<file path="src/sv/tcc_pkg.sv">
`timescale 1ns / 1ps
`default_nettype none
// ----------------------------------------------------------------------------
// tcc_pkg: shared types, constants and functions of the telegram CRC checker
// Holds the frame phase encoding, the result word layout, the CRC-16 byte
// fold and the hex digit decoder.
// ----------------------------------------------------------------------------
package tcc_pkg;

	localparam int unsigned CRC_W      = 16;
	localparam int unsigned BYTE_W     = 8;
	localparam int unsigned NIBBLE_W   = 4;
	localparam int unsigned CRC_DIGITS = CRC_W / NIBBLE_W;
	localparam int unsigned CNT_W      = $clog2(CRC_DIGITS);

	localparam logic [CRC_W-1:0]  CRC_POLY = 16'hA001;
	localparam logic [CRC_W-1:0]  CRC_INIT = 16'h0000;
	localparam logic [BYTE_W-1:0] CH_SLASH = 8'h2F;
	localparam logic [BYTE_W-1:0] CH_BANG  = 8'h21;

	localparam int unsigned OUT_PAYLOAD_W = 1 + 2 * CRC_W;
	localparam int unsigned OUT_TDATA_W   = ((OUT_PAYLOAD_W + 7) / 8) * 8;

	// Frame phase, one-hot coded.
	typedef enum logic [2:0] {
		PH_IDLE  = 3'b001,
		PH_FRAME = 3'b010,
		PH_DIGIT = 3'b100
	} phase_t;

	typedef struct packed {
		logic [CRC_W-1:0] received_crc;
		logic [CRC_W-1:0] computed_crc;
		logic             crc_ok;
	} result_t;

	// Reflected CRC-16 update by one byte, eight bit steps unrolled.
	function automatic logic [CRC_W-1:0] fold_byte(input logic [CRC_W-1:0] crc,
			input logic [BYTE_W-1:0] b);
		logic [CRC_W-1:0] c;
		c = crc ^ {{(CRC_W-BYTE_W){1'b0}}, b};
		for (int k = 0; k < BYTE_W; k++) begin
			if (c[0]) begin
				c = (c >> 1) ^ CRC_POLY;
			end else begin
				c = c >> 1;
			end
		end
		return c;
	endfunction

	// Decodes a hex digit in either case; bit 4 set means the byte is not hex.
	function automatic logic [NIBBLE_W:0] hex_value(input logic [BYTE_W-1:0] b);
		logic [NIBBLE_W:0] v;
		v = {1'b1, {NIBBLE_W{1'b0}}};
		if (b inside {[8'h30:8'h39]}) begin
			v = {1'b0, NIBBLE_W'(b - 8'h30)};
		end else if (b inside {[8'h41:8'h46]}) begin
			v = {1'b0, NIBBLE_W'(b - 8'h37)};
		end else if (b inside {[8'h61:8'h66]}) begin
			v = {1'b0, NIBBLE_W'(b - 8'h57)};
		end
		return v;
	endfunction

endpackage
`default_nettype wire

</file>
<file path="src/sv/tcc_frame.sv">
`timescale 1ns / 1ps
`default_nettype none
// ----------------------------------------------------------------------------
// tcc_frame: telegram framing and checksum state
// Tracks the frame phase, folds frame bytes into the CRC and collects the
// hex checksum digits; flags a result when a check ends.
// ----------------------------------------------------------------------------
module tcc_frame (
	input  wire                       clk,
	input  wire                       arst_n,
	input  wire                       byte_valid,
	input  wire [tcc_pkg::BYTE_W-1:0] data_byte,
	output logic                      res_valid,
	output tcc_pkg::result_t          res
);
	import tcc_pkg::*;

	phase_t            phase_q,  phase_d;
	logic [CRC_W-1:0]  crc_q,    crc_d;
	logic [CNT_W-1:0]  count_q,  count_d;
	logic [CRC_W-1:0]  parsed_q, parsed_d;
	logic [NIBBLE_W:0] hex;
	logic [CRC_W-1:0]  parsed_next;
	logic [CRC_W-1:0]  crc_start;

	assign hex         = hex_value(data_byte);
	assign parsed_next = {parsed_q[CRC_W-NIBBLE_W-1:0], hex[NIBBLE_W-1:0]};
	assign crc_start   = fold_byte(CRC_INIT, CH_SLASH);

	always_comb begin
		phase_d   = phase_q;
		crc_d     = crc_q;
		count_d   = count_q;
		parsed_d  = parsed_q;
		res_valid = 1'b0;
		res       = '{received_crc: parsed_q, computed_crc: crc_q,
				crc_ok: (parsed_q == crc_q)};
		if (byte_valid) begin
			case (phase_q)
				PH_DIGIT: begin
					if (!hex[NIBBLE_W]) begin
						if (count_q == CNT_W'(CRC_DIGITS - 1)) begin
							res_valid = 1'b1;
							res       = '{received_crc: parsed_next, computed_crc: crc_q,
									crc_ok: (parsed_next == crc_q)};
							phase_d   = PH_IDLE;
							crc_d     = CRC_INIT;
							count_d   = '0;
							parsed_d  = '0;
						end else begin
							count_d  = count_q + 1'b1;
							parsed_d = parsed_next;
						end
					end else begin
						// A non-hex byte ends the check early, then counts as idle input.
						res_valid = 1'b1;
						count_d   = '0;
						parsed_d  = '0;
						if (data_byte == CH_SLASH) begin
							phase_d = PH_FRAME;
							crc_d   = crc_start;
						end else begin
							phase_d = PH_IDLE;
							crc_d   = CRC_INIT;
						end
					end
				end
				PH_FRAME: begin
					if (data_byte == CH_SLASH) begin
						crc_d = crc_start;
					end else begin
						crc_d = fold_byte(crc_q, data_byte);
						if (data_byte == CH_BANG) begin
							phase_d  = PH_DIGIT;
							count_d  = '0;
							parsed_d = '0;
						end
					end
				end
				default: begin
					if (data_byte == CH_SLASH) begin
						phase_d = PH_FRAME;
						crc_d   = crc_start;
					end
				end
			endcase
		end
	end

	always_ff @(posedge clk or negedge arst_n) begin
		if (!arst_n) begin
			phase_q  <= PH_IDLE;
			crc_q    <= CRC_INIT;
			count_q  <= '0;
			parsed_q <= '0;
		end else begin
			phase_q  <= phase_d;
			crc_q    <= crc_d;
			count_q  <= count_d;
			parsed_q <= parsed_d;
		end
	end

endmodule
`default_nettype wire

</file>
<file path="config.mk">
export PLATFORM = sky130hd
export DESIGN_NAME = tcc_frame
export DESIGN_NICKNAME = d
export VERILOG_FILES = /design/src/sv/tcc_pkg.sv /design/src/sv/tcc_frame.sv
export SDC_FILE = /design/constraint.sdc
export NUM_CORES = 1
export LEC_CHECK = 0
export ABC_CLOCK_PERIOD_IN_PS = 3110
export BUFFER_PORTS_ARGS = -buffer_cell sky130_fd_sc_hd__clkbuf_2
export CORE_MARGIN = 1.5
export CORE_UTILIZATION = 23
export CTS_CLUSTER_SIZE = 25
export DETAILED_ROUTE_END_ITERATION = 16
export GPL_TIMING_DRIVEN = 0
export MAX_ROUTING_LAYER = met4
export PLACE_DENSITY = 0.36
export SYNTH_ARGS = -nofsm -noshare
export SYNTH_HDL_FRONTEND = slang
export SYNTH_SLANG_ARGS = --single-unit
</file>
<file path="constraint.sdc">
create_clock -name clk -period 3.11 [get_ports clk]
set_input_delay 0.1555 -clock clk [delete_from_list [all_inputs] [get_ports clk]]
set_output_delay 0.1555 -clock clk [all_outputs]
set_load 0.02 [all_outputs]
</file>
==> impl_results.md <==
* Die area at approximately 12000 µm²
* CTS max path bufs at 2
* Synth Warn # at 0
* Critical path arrival at around 2.6 ns
* H-tree depth at 2
* Worst Skew at between 0.005 and 0.006 ns
* Ys flop type: dfrtp_1
* Hold Crit Class: input pin to asynchronous set/reset pin
* Setup_tns at 0 ns
* Die Wd at 111 µm
* R2R Setup Slk at ~0.67 ns
* Reg2reg end: parsed_q[12]
* Run status: finished, final reports clean
* CTS tree: done
* Die span in y at 111 µm
* Global-route usage over all layers at roughly 15%
* 1st-pass router iterations at 5
* Fmax at ~360 MHz
* Switching share of power at roughly 41%
* Share of cells above drive strength 1 at a little under a quarter
* EDFF count, synth at 0
* Fraction of registers with async set/reset at 100%
* Crit path time final at 2.80 ns
* Dpl hpwl at slightly above 6000 µm
* Num CTS Buffers at 5
* # port buffers at 41
* Clock Latency Late Sink at about 0.28 ns
* Endpoints failing setup at 0
* Yosys cell types at 47
* Worst path required time at between 2 and 3 ns
* Core area at between 10000 and 15000 µm²
* Max-cap violations at 0
* Worst reg2reg path depth at 5
* CTS Root Cell: clkbuf_16
* RSZ-0062 raised after global routing: false
* Critical Path End Type: output pin
* Inserted Diodes at 0
* Cell Area, Synth at between 2000 and 3000 µm²
* Clk pwr share at a little under a quarter
* Crit Path Max Fanout at 10
* Post-route setup slack at approximately 0.31 ns
* Power consumption at roughly 2700 µW
* Startpoint Class: flip-flop
* Final wirelength at 8340 µm
* Worst slew margin at 33.3%
* GRT overflow at 0
* Comb power frac at a little under half
* Net Switching at approximately 1100 µW
* # rows at 39
* Syn nets at approximately 300
* Vias in the first global route at about 2.3k
* Sequential Power Share at 30.4%
* Placed cell area at between 3000 and 4000 µm²
* Leak Pwr at about 0.0014 µW
* Number of routed nets with antenna violations at 0
* Initial Utilization at between 20% and 30%
* WS Path Type: flip-flop to output pin
* Final Hold Fails at 0
* Routability cong. at between 0.7 and 0.8
* Mapped Cells at 280
* Clock Sinks at 37
* Slew of the pin with the lowest slew margin at 1.00 ns
* Post-DR wirelength/cell at around 18 µm
* Flops & latches, synth at 37
* Synthesized area per cell at between 9 and 10 µm²
* Area Overhead vs Synth at 22.1%
* Final worst-path cycle share at 90.0%
* Sequential fraction of the synthesis area at 34.8%
* # hold bufs at CTS at 0
* Pin count of the biggest net entering global routing at 38
* Initial antenna violation count at 0
* Clock transition at the registers of the reported paths at roughly 0.06 ns
* Pwr Density at a little over 800 nW/µm²
* Worst VDD drop at 0.409 mV
* Global-route wire length before repair at between 10000 and 15000 µm
* # IOs at between 40 and 50
* Setup slack at placement at between 0.1 and 0.15 ns
* DRC viols at 0
* R2r startpoint: phase_q[0]
* WHS at between 0.02 and 0.025 ns
* DR iter-0 viols at 97
* Via count at ~2.2k
* Post-cts resize count at 0
* Fin nets at between 300 and 400
* Vias/cell at ~4.7
* Internal power at ~1600 µW
* Final instance area at 3250 µm²
* Pins Over Slew Limit at 0
==> flip-flops by register name, summed over array words and instances, names as in the netlist <==
name and flops:
crc_q 16, phase_q 3, count_q 2, parsed_q 16
==> power groups by stage <==
stage	combinational (µW)	clock, µW	sequential, µW
floorplan	869	0	861
global placement	1270	0	830
detailed placement	1250	0	831
CTS	1260	623	822
global route	1370	641	837
finish	1260	610	818
==> repair_timing <==
item / CTS / global route
buffers inserted: 0 / 4
endpoints found under the setup margin: 0 / 13
endpoints found under the hold margin: 0 / 0
==> cell families (layout without fill, tap and decap cells) <==
family | after synthesis | in the layout | share of synthesized area, %
fa+ha+maj | 4 | 4 | 1.88
simple gates | 94 | 94 | 17.2
flops | 37 | 37 | 34.8
buf+inv | 22 | 75 | 4.28
mux | 14 | 14 | 5.83
compound gates | 51 | 51 | 16.4
xor+xnor | 58 | 58 | 19.6
==> cells in the final DEF, fill, tap and decap left out, drive strengths merged, types with 2 or more instances in the layout <==
cell,instances
a21oi,8
a22o,15
a31o,2
buf,13
clkbuf,57
dfrtp,36
ha,4
inv,4
mux2,12
mux2i,2
nand2,47
nand3,13
nand4,8
nor2,10
nor2b,2
nor3b,3
nor4,2
o211ai,2
o21ai,14
o31ai,2
or3b,2
xnor2,46
xor2,11
==> critical path: stages, from the launching register on <==
cell and delay [ns]:
dfrtp_1 0.42, nor3b_1 0.26, clkbuf_1 0.40, o2111ai_1 0.38, nor4_1 0.39, nand4_1 0.14
o21ai_1 0.17, clkbuf_2 0.20
==> cell type report <==
class / instances / area (µm²)
clock inverter: 1 / 30.0
inverter: 4 / 15.0
fill: 1243 / 8120
tap: 143 / 179
multi-input combinational: 221 / 1620
timing repair buffer: 45 / 235
buffer: 18 / 98.8
clock buffer: 7 / 143
sequential: 37 / 927
==> through the flow <==
step | util [%] | cells
after global routing | 28.6 | 476
after CTS | 28.3 | 472
after global placement | 26.8 | 464
after floorplan | - | 280
final | 28.6 | 476
after detailed placement | 26.8 | 464
==> worst max-delay path by stage <==
stage,startpoint,end,depth (start not counted)
finish,phase_q[2],res[0],7
global route,phase_q[2],res[0],7
CTS,data_byte[0],res[0],10
detailed placement,data_byte[0],res[0],10
global placement,data_byte[0],res[0],10
floorplan,data_byte[0],res[17],7
==> metal layers <==
| layer | GRT usage (%) | routed length [µm] |
|---|---|---|
| met3 | 2.74 | 273 |
| met4 | 2.05 | 36 |
| met1 | 20.0 | 4100 |
| met5 | - | 0 |
| met2 | 22.8 | 3940 |
==> synthesized netlist by cell type, types with 5 or more instances <==
master / n / share of area, %
nor2_1: 9 / 1.3
mux2_1: 11 / 4.7
a21oi_1: 8 / 1.5
xnor2_1: 46 / 15
nand2_1: 47 / 6.6
o21ai_1: 5 / 0.94
xor2_1: 11 / 3.6
nand3_1: 13 / 2.4
clkbuf_1: 9 / 1.3
o21ai_0: 5 / 0.94
nand4_1: 8 / 1.9
dfrtp_1: 36 / 34
a22o_1: 15 / 4.9
Note: power is estimated with default switching activity, not from simulation.
